### src/design/ilir_pkg.sv
// ----------------------------------------------------------------------------
// ilir_pkg
// Shared types and constants for the indexed list with insert and remove.
// ----------------------------------------------------------------------------
`default_nettype none

package ilir_pkg;

    // default sizing of the list store
    localparam int DEF_CAPACITY   = 16;
    localparam int DEF_DATA_WIDTH = 32;

    // fixed field widths of the beats
    localparam int OP_W      = 3;
    localparam int POS_W     = 5;
    localparam int DIN_W     = 32;
    localparam int ST_W      = 2;
    localparam int DOUT_W    = 32;
    localparam int WHERE_W   = 4;
    localparam int CNT_F_W   = 5;

    // depth of the queue between front and back
    localparam int QDEPTH    = 2;

    typedef enum logic [OP_W-1:0] {
        OP_APPEND = 3'd0,
        OP_INSERT = 3'd1,
        OP_SET    = 3'd2,
        OP_REMOVE = 3'd3,
        OP_GET    = 3'd4
    } t_op;

    typedef enum logic [2:0] {
        K_APPEND,
        K_INSERT,
        K_SET,
        K_REMOVE,
        K_GET,
        K_BAD
    } t_kind;

    typedef enum logic [ST_W-1:0] {
        ST_OK    = 2'd0,
        ST_RANGE = 2'd1,
        ST_FULL  = 2'd2
    } t_status;

    typedef struct packed {
        t_kind             kind;
        logic [POS_W-1:0]  pos;
    } t_req;

endpackage

`default_nettype wire

### src/design/indexed_list_insert_remove.sv
// ----------------------------------------------------------------------------
// indexed_list_insert_remove
// A request beat is registered in the front, then in the queue; the back
// executes it and registers its result. Throughput: one request per cycle
// unless stalled, as the cell row shifts all entries at once for any op.
// Reset: synchronous, clears the count and all valid flags; cells keep junk.
// ----------------------------------------------------------------------------
`default_nettype none

module indexed_list_insert_remove
    import ilir_pkg::*;
#(
    parameter int CAPACITY   = DEF_CAPACITY,
    parameter int DATA_WIDTH = DEF_DATA_WIDTH
) (
    input  wire logic                i_clk,
    input  wire logic                i_rst_n,
    input  wire logic                i_in_valid,
    output logic                     o_in_stall,
    input  wire logic [OP_W-1:0]     i_op,
    input  wire logic [POS_W-1:0]    i_position,
    input  wire logic [DIN_W-1:0]    i_data_in,
    output logic                     o_out_valid,
    input  wire logic                i_out_stall,
    output logic [ST_W-1:0]          o_status,
    output logic [DOUT_W-1:0]        o_data_out,
    output logic [WHERE_W-1:0]       o_where,
    output logic [CNT_F_W-1:0]       o_count_after
);

    logic                  f_push;
    t_req                  f_req;
    logic [DATA_WIDTH-1:0] f_data;
    logic                  q_full;
    logic                  q_valid;
    t_req                  q_req;
    logic [DATA_WIDTH-1:0] q_data;
    logic                  b_pop;

    ilir_front #(
        .DATA_WIDTH (DATA_WIDTH)
    ) u_front (
        .i_clk      (i_clk),
        .i_rst_n    (i_rst_n),
        .i_in_valid (i_in_valid),
        .o_in_stall (o_in_stall),
        .i_op       (i_op),
        .i_position (i_position),
        .i_data_in  (i_data_in),
        .o_push     (f_push),
        .i_q_full   (q_full),
        .o_req      (f_req),
        .o_data     (f_data)
    );

    ilir_queue #(
        .DATA_WIDTH (DATA_WIDTH)
    ) u_queue (
        .i_clk   (i_clk),
        .i_rst_n (i_rst_n),
        .i_push  (f_push),
        .i_req   (f_req),
        .i_data  (f_data),
        .o_full  (q_full),
        .i_pop   (b_pop),
        .o_valid (q_valid),
        .o_req   (q_req),
        .o_data  (q_data)
    );

    ilir_back #(
        .CAPACITY   (CAPACITY),
        .DATA_WIDTH (DATA_WIDTH)
    ) u_back (
        .i_clk         (i_clk),
        .i_rst_n       (i_rst_n),
        .i_q_valid     (q_valid),
        .i_req         (q_req),
        .i_data        (q_data),
        .o_pop         (b_pop),
        .o_out_valid   (o_out_valid),
        .i_out_stall   (i_out_stall),
        .o_status      (o_status),
        .o_data_out    (o_data_out),
        .o_where       (o_where),
        .o_count_after (o_count_after)
    );

endmodule

`default_nettype wire

### src/design/ilir_front.sv
// ----------------------------------------------------------------------------
// ilir_front
// Takes request beats, decodes the op code and trims the data word.
// ----------------------------------------------------------------------------
`default_nettype none

module ilir_front
    import ilir_pkg::*;
#(
    parameter int DATA_WIDTH = DEF_DATA_WIDTH
) (
    input  wire logic                  i_clk,
    input  wire logic                  i_rst_n,
    input  wire logic                  i_in_valid,
    output logic                       o_in_stall,
    input  wire logic [OP_W-1:0]       i_op,
    input  wire logic [POS_W-1:0]      i_position,
    input  wire logic [DIN_W-1:0]      i_data_in,
    output logic                       o_push,
    input  wire logic                  i_q_full,
    output t_req                       o_req,
    output logic [DATA_WIDTH-1:0]      o_data
);

    logic                  r_valid;
    logic                  n_valid;
    t_req                  r_req;
    t_req                  n_req;
    logic [DATA_WIDTH-1:0] r_data;
    logic                  accept;

    assign o_in_stall = r_valid && i_q_full;
    assign accept     = i_in_valid && !o_in_stall;
    assign o_push     = r_valid && !i_q_full;

    always_comb begin
        n_req.pos = i_position;
        unique case (i_op)
            OP_APPEND: n_req.kind = K_APPEND;
            OP_INSERT: n_req.kind = K_INSERT;
            OP_SET:    n_req.kind = K_SET;
            OP_REMOVE: n_req.kind = K_REMOVE;
            OP_GET:    n_req.kind = K_GET;
            default:   n_req.kind = K_BAD;
        endcase
    end

    always_comb begin
        n_valid = r_valid;
        if (accept) begin
            n_valid = 1'b1;
        end else if (o_push) begin
            n_valid = 1'b0;
        end
    end

    always_ff @(posedge i_clk) begin
        if (!i_rst_n) begin
            r_valid <= 1'b0;
        end else begin
            r_valid <= n_valid;
        end
    end

    always_ff @(posedge i_clk) begin
        if (accept) begin
            r_req  <= n_req;
            r_data <= DATA_WIDTH'(i_data_in);
        end
    end

    assign o_req  = r_req;
    assign o_data = r_data;

endmodule

`default_nettype wire

### src/design/ilir_queue.sv
// ----------------------------------------------------------------------------
// ilir_queue
// Short FIFO of decoded requests between the front and the back.
// ----------------------------------------------------------------------------
`default_nettype none

module ilir_queue
    import ilir_pkg::*;
#(
    parameter int DATA_WIDTH = DEF_DATA_WIDTH
) (
    input  wire logic                  i_clk,
    input  wire logic                  i_rst_n,
    input  wire logic                  i_push,
    input  wire t_req                  i_req,
    input  wire logic [DATA_WIDTH-1:0] i_data,
    output logic                       o_full,
    input  wire logic                  i_pop,
    output logic                       o_valid,
    output t_req                       o_req,
    output logic [DATA_WIDTH-1:0]      o_data
);

    localparam int QP_W = (QDEPTH > 1) ? $clog2(QDEPTH) : 1;
    localparam int QF_W = $clog2(QDEPTH + 1);

    t_req                  r_req_mem  [QDEPTH];
    logic [DATA_WIDTH-1:0] r_data_mem [QDEPTH];
    logic [QP_W-1:0]       r_wr_ptr;
    logic [QP_W-1:0]       r_rd_ptr;
    logic [QF_W-1:0]       r_fill;
    logic [QP_W-1:0]       n_wr_ptr;
    logic [QP_W-1:0]       n_rd_ptr;
    logic [QF_W-1:0]       n_fill;
    logic                  do_push;
    logic                  do_pop;

    assign o_full  = (r_fill == QF_W'(QDEPTH));
    assign o_valid = (r_fill != '0);
    assign do_push = i_push && !o_full;
    assign do_pop  = i_pop && o_valid;

    always_comb begin
        n_wr_ptr = r_wr_ptr;
        n_rd_ptr = r_rd_ptr;
        n_fill   = r_fill;
        if (do_push) begin
            n_wr_ptr = (r_wr_ptr == QP_W'(QDEPTH - 1)) ? '0 : r_wr_ptr + QP_W'(1);
        end
        if (do_pop) begin
            n_rd_ptr = (r_rd_ptr == QP_W'(QDEPTH - 1)) ? '0 : r_rd_ptr + QP_W'(1);
        end
        if (do_push && !do_pop) begin
            n_fill = r_fill + QF_W'(1);
        end else if (do_pop && !do_push) begin
            n_fill = r_fill - QF_W'(1);
        end
    end

    always_ff @(posedge i_clk) begin
        if (!i_rst_n) begin
            r_wr_ptr <= '0;
            r_rd_ptr <= '0;
            r_fill   <= '0;
        end else begin
            r_wr_ptr <= n_wr_ptr;
            r_rd_ptr <= n_rd_ptr;
            r_fill   <= n_fill;
        end
    end

    always_ff @(posedge i_clk) begin
        if (do_push) begin
            r_req_mem[r_wr_ptr]  <= i_req;
            r_data_mem[r_wr_ptr] <= i_data;
        end
    end

    assign o_req  = r_req_mem[r_rd_ptr];
    assign o_data = r_data_mem[r_rd_ptr];

endmodule

`default_nettype wire

### src/design/ilir_back.sv
// ----------------------------------------------------------------------------
// ilir_back
// Executes one request per cycle while the output is not stalled, on a shifting
// row of cells plus a count, and holds the result beat in an output register.
// ----------------------------------------------------------------------------
`default_nettype none

module ilir_back
    import ilir_pkg::*;
#(
    parameter int CAPACITY   = DEF_CAPACITY,
    parameter int DATA_WIDTH = DEF_DATA_WIDTH
) (
    input  wire logic                  i_clk,
    input  wire logic                  i_rst_n,
    input  wire logic                  i_q_valid,
    input  wire t_req                  i_req,
    input  wire logic [DATA_WIDTH-1:0] i_data,
    output logic                       o_pop,
    output logic                       o_out_valid,
    input  wire logic                  i_out_stall,
    output logic [ST_W-1:0]            o_status,
    output logic [DOUT_W-1:0]          o_data_out,
    output logic [WHERE_W-1:0]         o_where,
    output logic [CNT_F_W-1:0]         o_count_after
);

    localparam int IDX_W = (CAPACITY > 1) ? $clog2(CAPACITY) : 1;
    localparam int CNT_W = $clog2(CAPACITY + 1);
    localparam int CMP_W = (CNT_W > POS_W) ? CNT_W : POS_W;

    logic [DATA_WIDTH-1:0] r_cells [CAPACITY];
    logic [DATA_WIDTH-1:0] n_cells [CAPACITY];
    logic [CNT_W-1:0]      r_count;
    logic [CNT_W-1:0]      n_count;

    logic                  r_out_valid;
    t_status               r_status;
    logic [DOUT_W-1:0]     r_data_out;
    logic [WHERE_W-1:0]    r_where;
    logic [CNT_F_W-1:0]    r_count_after;

    logic                  fire;
    logic [CMP_W-1:0]      pos_c;
    logic [CMP_W-1:0]      cnt_c;
    logic                  is_full;
    t_status               st;
    logic                  wr_en;
    logic [CMP_W-1:0]      wr_idx;
    logic                  shift_up;
    logic                  shift_dn;
    logic                  rd_en;
    logic [DATA_WIDTH-1:0] rd_word;

    assign fire  = i_q_valid && (!r_out_valid || !i_out_stall);
    assign o_pop = fire;

    assign pos_c   = CMP_W'(i_req.pos);
    assign cnt_c   = CMP_W'(r_count);
    assign is_full = (r_count == CNT_W'(CAPACITY));
    assign rd_word = r_cells[pos_c[IDX_W-1:0]];

    always_comb begin
        st       = ST_RANGE;
        wr_en    = 1'b0;
        wr_idx   = cnt_c;
        shift_up = 1'b0;
        shift_dn = 1'b0;
        rd_en    = 1'b0;
        n_count  = r_count;
        unique case (i_req.kind)
            K_APPEND: begin
                if (is_full) begin
                    st = ST_FULL;
                end else begin
                    st      = ST_OK;
                    wr_en   = 1'b1;
                    n_count = r_count + CNT_W'(1);
                end
            end
            K_INSERT: begin
                if (pos_c > cnt_c) begin
                    st = ST_RANGE;
                end else if (is_full) begin
                    st = ST_FULL;
                end else begin
                    st       = ST_OK;
                    wr_en    = 1'b1;
                    wr_idx   = pos_c;
                    shift_up = 1'b1;
                    n_count  = r_count + CNT_W'(1);
                end
            end
            K_SET: begin
                // set at the end of the list behaves as append
                if (pos_c == cnt_c) begin
                    if (is_full) begin
                        st = ST_FULL;
                    end else begin
                        st      = ST_OK;
                        wr_en   = 1'b1;
                        n_count = r_count + CNT_W'(1);
                    end
                end else if (pos_c < cnt_c) begin
                    st     = ST_OK;
                    wr_en  = 1'b1;
                    wr_idx = pos_c;
                end
            end
            K_REMOVE: begin
                if (pos_c < cnt_c) begin
                    st       = ST_OK;
                    rd_en    = 1'b1;
                    shift_dn = 1'b1;
                    n_count  = r_count - CNT_W'(1);
                end
            end
            K_GET: begin
                if (pos_c < cnt_c) begin
                    st    = ST_OK;
                    rd_en = 1'b1;
                end
            end
            default: begin
                st = ST_RANGE;
            end
        endcase
    end

    // each cell picks hold, its lower neighbor, its upper neighbor or the new word
    always_comb begin
        for (int i = 0; i < CAPACITY; i++) begin
            n_cells[i] = r_cells[i];
        end
        if (shift_up) begin
            for (int i = 1; i < CAPACITY; i++) begin
                if (CMP_W'(i) > wr_idx) begin
                    n_cells[i] = r_cells[i-1];
                end
            end
        end
        if (shift_dn) begin
            for (int i = 0; i < CAPACITY - 1; i++) begin
                if (CMP_W'(i) >= pos_c) begin
                    n_cells[i] = r_cells[i+1];
                end
            end
        end
        if (wr_en) begin
            n_cells[wr_idx[IDX_W-1:0]] = i_data;
        end
    end

    always_ff @(posedge i_clk) begin
        if (fire) begin
            for (int i = 0; i < CAPACITY; i++) begin
                r_cells[i] <= n_cells[i];
            end
        end
    end

    always_ff @(posedge i_clk) begin
        if (!i_rst_n) begin
            r_count     <= '0;
            r_out_valid <= 1'b0;
        end else begin
            if (fire) begin
                r_count <= n_count;
            end
            if (fire) begin
                r_out_valid <= 1'b1;
            end else if (!i_out_stall) begin
                r_out_valid <= 1'b0;
            end
        end
    end

    always_ff @(posedge i_clk) begin
        if (fire) begin
            r_status      <= st;
            r_data_out    <= rd_en ? DOUT_W'(rd_word) : '0;
            r_where       <= wr_en ? WHERE_W'(wr_idx) : '0;
            r_count_after <= CNT_F_W'(n_count);
        end
    end

    assign o_out_valid   = r_out_valid;
    assign o_status      = r_status;
    assign o_data_out    = r_data_out;
    assign o_where       = r_where;
    assign o_count_after = r_count_after;

endmodule

`default_nettype wire

### config.mk
export PLATFORM = sky130hd
export DESIGN_NAME = indexed_list_insert_remove
export DESIGN_NICKNAME = d
export VERILOG_FILES = /design/src/design/ilir_pkg.sv /design/src/design/indexed_list_insert_remove.sv /design/src/design/ilir_front.sv /design/src/design/ilir_queue.sv /design/src/design/ilir_back.sv
export SDC_FILE = /design/constraint.sdc
export NUM_CORES = 2
export LEC_CHECK = 0
export BUFFER_PORTS_ARGS = -buffer_cell sky130_fd_sc_hd__buf_4
export CAP_MARGIN = 25
export CORE_MARGIN = 4
export CORE_UTILIZATION = 40
export CTS_BUF_LIST = sky130_fd_sc_hd__clkbuf_4 sky130_fd_sc_hd__clkbuf_8
export DETAILED_ROUTE_END_ITERATION = 6
export GPL_TIMING_DRIVEN = 0
export HOLD_SLACK_MARGIN = 0.03
export PLACE_DENSITY = 0.65
export SLEW_MARGIN = 0
export SYNTH_ARGS = -nofsm -noshare
export SYNTH_HDL_FRONTEND = slang
export SYNTH_SLANG_ARGS = --single-unit
### constraint.sdc
create_clock -name i_clk -period 110.5 [get_ports i_clk]
set_clock_uncertainty 0.15 [all_clocks]
set_input_delay 22.1 -clock i_clk [delete_from_list [all_inputs] [get_ports i_clk]]
set_output_delay 22.1 -clock i_clk [all_outputs]
set_load 0.005 [all_outputs]
Word level (Yosys, flattened, before mapping)

Memories as Yosys holds them, arrays and structs flattened. A register that Yosys moved wholly into a read port is not among the register bits.
Cells that the tools add are included.

Bits in registers: 62
Bits in writable memories: 592
Bits of input ports: 44
Output and inout bits: 45
Memories: 3

$add $sub $neg: 6
Magnitude comparators: 34
Eq/ne operators: 12
Mux-type cells: 76
Bitwise logic cells: 1
Reduce and logical (&&, ||, !) cells: 23

Memory list:

| name               | words | width | rd ports | clocked after memory_dff | wr ports | RTL line         | RTL |
|---|---|---|---|---|---|---|---|
| u_back.r_cells     | 16    | 32    | 17       | 1                        | 16       | ilir_back.sv:32  | `logic [DATA_WIDTH-1:0] r_cells [CAPACITY];` |
| u_queue.r_data_mem | 2     | 32    | 1        | 1                        | 1        | ilir_queue.sv:28 | `logic [DATA_WIDTH-1:0] r_data_mem [QDEPTH];` |
| u_queue.r_req_mem  | 2     | 8     | 1        | 1                        | 1        | ilir_queue.sv:27 | `t_req r_req_mem [QDEPTH];` |

Operator list:

| operator                                                     | number |
|---|---|
| two-way mux 32 bit                                           | 31 |
| two-way mux 480 bit                                          | 2 |
| bitwise mux 512 bit                                          | 1 |
| two-way mux 512 bit                                          | 1 |
| demux 32 bit (select 4 bit)                                  | 1 |
| greater-than comparator 4 x 5 -> 1 bit, first input constant | 8 |
| two-way mux 5 bit                                            | 8 |
| >= comparator 4 x 5 -> 1 bit, first input constant           | 7 |
| two-way mux 1 bit                                            | 22 |
| >= comparator 3 x 5 -> 1 bit, first input constant           | 4 |
| greater-than comparator 3 x 5 -> 1 bit, first input constant | 4 |
| case mux 5 bit (4 select lines)                              | 1 |
| case mux 3 bit (5 select lines)                              | 1 |
| equality test 3 x 2 -> 1 bit, second input constant          | 4 |
| >= comparator 1 x 5 -> 1 bit, first input constant           | 2 |
| >= comparator 2 x 5 -> 1 bit, first input constant           | 2 |
| greater-than comparator 2 x 5 -> 1 bit, first input constant | 2 |
| two-way mux 2 bit                                            | 5 |
| case mux 5 bit (2 select lines)                              | 1 |
| logical AND 1 bit                                            | 9 |
| case mux 2 bit (4 select lines)                              | 1 |
| zero test 1 bit                                              | 7 |
| equality test 3 x 1 -> 1 bit, second input constant          | 2 |
| equality test 3 bit, second input constant                   | 2 |
| other kinds (20)                                             | 24 |

Depth between registers and ports, before layout

Word-level depth: 11
Gate-level depth with buffers: 20
Gate-level depth less buffers: 11

Modules after synthesis

Synthesis repeated with hierarchy kept, for this count alone.

Cells, all modules: 3467
Area total of the unflattened synthesis: 39628.0 um^2

Modules (own cells, without submodules):

| module     | instances | cells each | area each (um^2) |
|---|---|---|---|
| ilir_back  | 1         | 3270       | 35250.1 |
| ilir_queue | 1         | 149        | 3109.2 |
| ilir_front | 1         | 48         | 1268.7 |

Least setup slack after synthesis

No wires, ideal clock.

Path type: input -> register
Start point: input i_out_stall
End point: register u_queue.r_fill[1]
Data arrival time: 55.062 ns
Data required time: 110.278 ns
Path slack: 55.215 ns
Cell stages on the path: 6
Buffers on the path: 0
Path through: a21oi_1 inv_1 ha_1 xor2_1 or3_1 a21oi_1

Word-level cells in the longest chain between the ends: 7
Elaborated cells on any way between the ends: 9
Those cells by class: mux (1); reduce/logical (8)

RTL lines:

| item                                                    | RTL line                         | RTL |
|---|---|---|
| start: declaration                                      | indexed_list_insert_remove.sv:24 | `input wire logic i_out_stall,` |
| zero test 1 bit (*)                                     | ilir_back.sv:55                  | `assign fire = i_q_valid && (!r_out_valid \|\| !i_out_stall);` |
| logical OR 1 bit (*)                                    | ilir_back.sv:55                  |  |
| logical AND 1 bit (*)                                   | ilir_back.sv:55                  |  |
| logical AND 1 bit (*)                                   | ilir_queue.sv:41                 | `assign do_pop = i_pop && o_valid;` |
| zero test 1 bit                                         | ilir_queue.sv:53                 | `if (do_push && !do_pop) begin` |
| logical AND 1 bit                                       | ilir_queue.sv:53                 |  |
| two-way mux 2 bit or nonzero test 2 bit (tied branches) | -                                |  |
| end signal: assignment                                  | ilir_queue.sv:68                 | `r_fill <= n_fill;` |
| end: declaration                                        | ilir_queue.sv:31                 | `logic [QF_W-1:0] r_fill;` |

Every way passes the cells marked *; elsewhere a longest branch is shown, timed or not.
A chain may end at the register's enable or synchronous reset.

Final worst setup path

Start point: register u_queue.r_fill[0]
End point: output o_in_stall

Word-level cells in the longest chain between the ends: 2

RTL lines:

| item                | RTL line                         | RTL |
|---|---|---|
| equality test 2 bit | ilir_queue.sv:38                 | `assign o_full = (r_fill == QF_W'(QDEPTH));` |
| logical AND 1 bit   | ilir_front.sv:32                 | `assign o_in_stall = r_valid && i_q_full;` |
| end: declaration    | indexed_list_insert_remove.sv:19 | `output logic o_in_stall,` |

No other way between the ends.

==> reports/metrics.yaml <==
clk_path_buf_depth: 3
fp.dieH_um: 328
grt_pass1_wl_um: 269000
synth_cell_type_count: 77
pwr-share-comb: 0.426
synthArstFlopShare: 0
power.internal_uw: 806
vias_per_cell: 6.90
status: "complete, no violations"
crit_arrival_ns: 1.78
synth_top_area_cell: "edfxtp_1"
routedWlPerCell_um: 32.3
synth_area_leaders: "edfxtp_1 50%, mux2i_1 6.4%, nand2_1 5.9%"
wl_um: 190000
syn_inst: 4124
maxSlewHeadroom: 0.183
yosysSeqAreaShare: 0.501
critical_path_class: "register to output port"
rsz0062_at_grt: "false"
antenna_found_initial: 7
power_switching_uw: 631
drive_above_1_share: 0.114
p_leak_uw: 0.0174
seqPwrFrac: 0.401
p_total_uw: 1440
yosysMostFrequentCell: "edfxtp_1"
grt_max_degree: 32
io-pin-count: 89
port_buffers: 88
die_area_um2: 107000
finish.net_count: 4465
slowest_stage: "dfxtp_1"
end_kind: "output port"
fmax_ghz: 0.0416
ir_drop_v: 0.0000116
maxCapViolCount: 0
clk_latency_ns: 0.86
yosys_warnings: 0
syn_nets: 4177
path_max_fanout: 4
coreArea_um2: 102000
hold_viol: 0
drv_slew: 0
dpl_cell_area_um2: 44300
finalWeightedCongestion: 1.04
multiInputGateArea_um2: 18600
cts_setup_buffers: 0
die_x_um: 328
cts_buffers: 132
cts_tree: "yes"
first_pass_iters: 7
nFillCells: 9612
overflow: 0
min_path_type: "register to register"
critPathLaunchType: "register"
p_per_area_nw_per_um2: 30.6
post_cts_resized: 0
ant_nets: 0
dp_hpwl_um: 140000
crit_chain: "nand2b_1 -> nor2_1 -> buf_4"
rows: 117
synth_ff_type: "edfxtp_1"
crit_required_ns: 88.25
ys_ff_latch: 687
syn_avg_cell_area_um2: 9.92
register_area_um2: 20500
min_period_ns: 24.03
clkTransAtPathRegs_ns: 0.06
start_util: 0.402
cts_hold_buf: 0
synth-edff-count: 675
clock_power_share: 0.173
track_usage: 0.341
worst_slew_pin_slew_ns: 1.22
fin_util: 0.461
swShare: 0.439
fin_crit_sh: 0.217
critPathMaxStageDelay_ns: 0.34
synth.top_cell.area_share: 0.495
syn-cell-area_um2: 40900
root_buffer: "clkbuf_8"
syn_to_final_growth_pct: 14.6
setup_viol: 0
finalSetupTns_ns: 0
grt_pass1_vias: 37108
rrSetupSlack_ns: 101.65
vias: 40563
stdcell_area_um2: 46900
drc_errors: 0
clkSinkCount: 687
synthTopCellsByCount: "675 x edfxtp_1, 648 x nand2_1, 351 x clkbuf_1, 294 x nor2_1, 263 x mux2i_1"
htreeDepth: 4
drt_iter0_drc: 7680
worst max-delay path: cells and delay by family, from the launching register on:
kind | cells | cell delay [ns]
flops | 1 | 0.34
buf+inv | 1 | 0.18
simple gates | 2 | 0.45
registers in the layout, summed over array words and instances (netlist names), 2 cells and up, named ones only:
name,cells
u_front.o_data,32
u_queue.r_data_mem,64
u_front.o_req,8
u_queue.r_req_mem,16
u_back.o_status,2
u_back.o_count_after,5
u_back.cnt_c,5
u_back.r_cells,512
u_back.o_data_out,32
u_queue.r_fill,2
u_back.o_where,4
power groups by stage:
stage / sequential, uW / clock (uW) / combinational, uW
finish: 577 / 248 / 612
global route: 585 / 262 / 640
floorplan: 653 / 0 / 357
detailed placement: 572 / 0 / 581
CTS: 568 / 250 / 582
global placement: 763 / 0 / 542
cell type report:
class	count	area share
flip-flops and latches	687	0.437
multi-input cells	2956	0.396
clock buffers	181	0.0470
repair buffers	154	0.0370
plain buffers	432	0.0367
well taps	1368	0.0365
clock inverters	42	0.00504
inverters	49	0.00392
diodes	6	0.000320
through the flow:
step,instances,worst slack (ns),hold slack [ns]
CTS,5856,86.43,0.291
floorplan,4124,55.22,0.271
finish,5875,86.47,0.286
global route,5870,86.38,0.304
detailed placement,5633,85.88,0.281
global placement,5580,34.95,0.275
per-layer routing:
layer,part of all wire,wire length [um],global-route usage
met1,0.38,71400,0.457
met2,0.39,74500,0.459
met3,0.15,28300,0.121
met4,0.082,15500,0.233
met5,0.00085,162,0
cell usage in the layout (no fill, tap or decap), types with 48 or more instances in the layout:
| cell type | synthesis | final |
|---|---|---|
| nand2_1 | 648 | 648 |
| inv_1 | 48 | 48 |
| a21o_1 | 66 | 66 |
| a221oi_1 | 128 | 128 |
| a211oi_1 | 163 | 163 |
| o22ai_1 | 228 | 228 |
| o221ai_1 | 97 | 97 |
| nor2_1 | 294 | 293 |
| o21ai_0 | 203 | 203 |
| nand3_1 | 109 | 109 |
| buf_4 | 5 | 105 |
| mux2i_1 | 263 | 263 |
| a311oi_1 | 131 | 130 |
| buf_2 | 57 | 58 |
| edfxtp_1 | 675 | 675 |
| nor3_1 | 131 | 130 |
| clkbuf_8 | 0 | 137 |
| clkbuf_1 | 351 | 351 |
| and3_1 | 164 | 163 |
kinds of logic (layout without fill, tap and decap cells):
kind of cell    Yosys count  count (layout)  synth area share
compound gates         1244            1244             0.222
xor+xnor                 10              10           0.00214
fa+ha+maj                10              10           0.00300
buf+inv                 481             858            0.0465
flops                   687             687             0.501
mux                     296             296            0.0734
other cells               0               6                 0
simple gates           1396            1396             0.152
final timing paths:
| check | endpoint | cells past startpoint | from |
|---|---|---|---|
| min | u_queue.r_data_mem[0][16] | 0 | u_front.o_data[16] |
| max | o_in_stall | 3 | u_queue.r_fill[0] |
| max reg2reg | u_back.r_cells[3][14] | 21 | register |
| min reg2reg | u_queue.r_data_mem[0][16] | 0 | u_front.o_data[16] |
No activity file was read; power rests on OpenSTA's default activity.
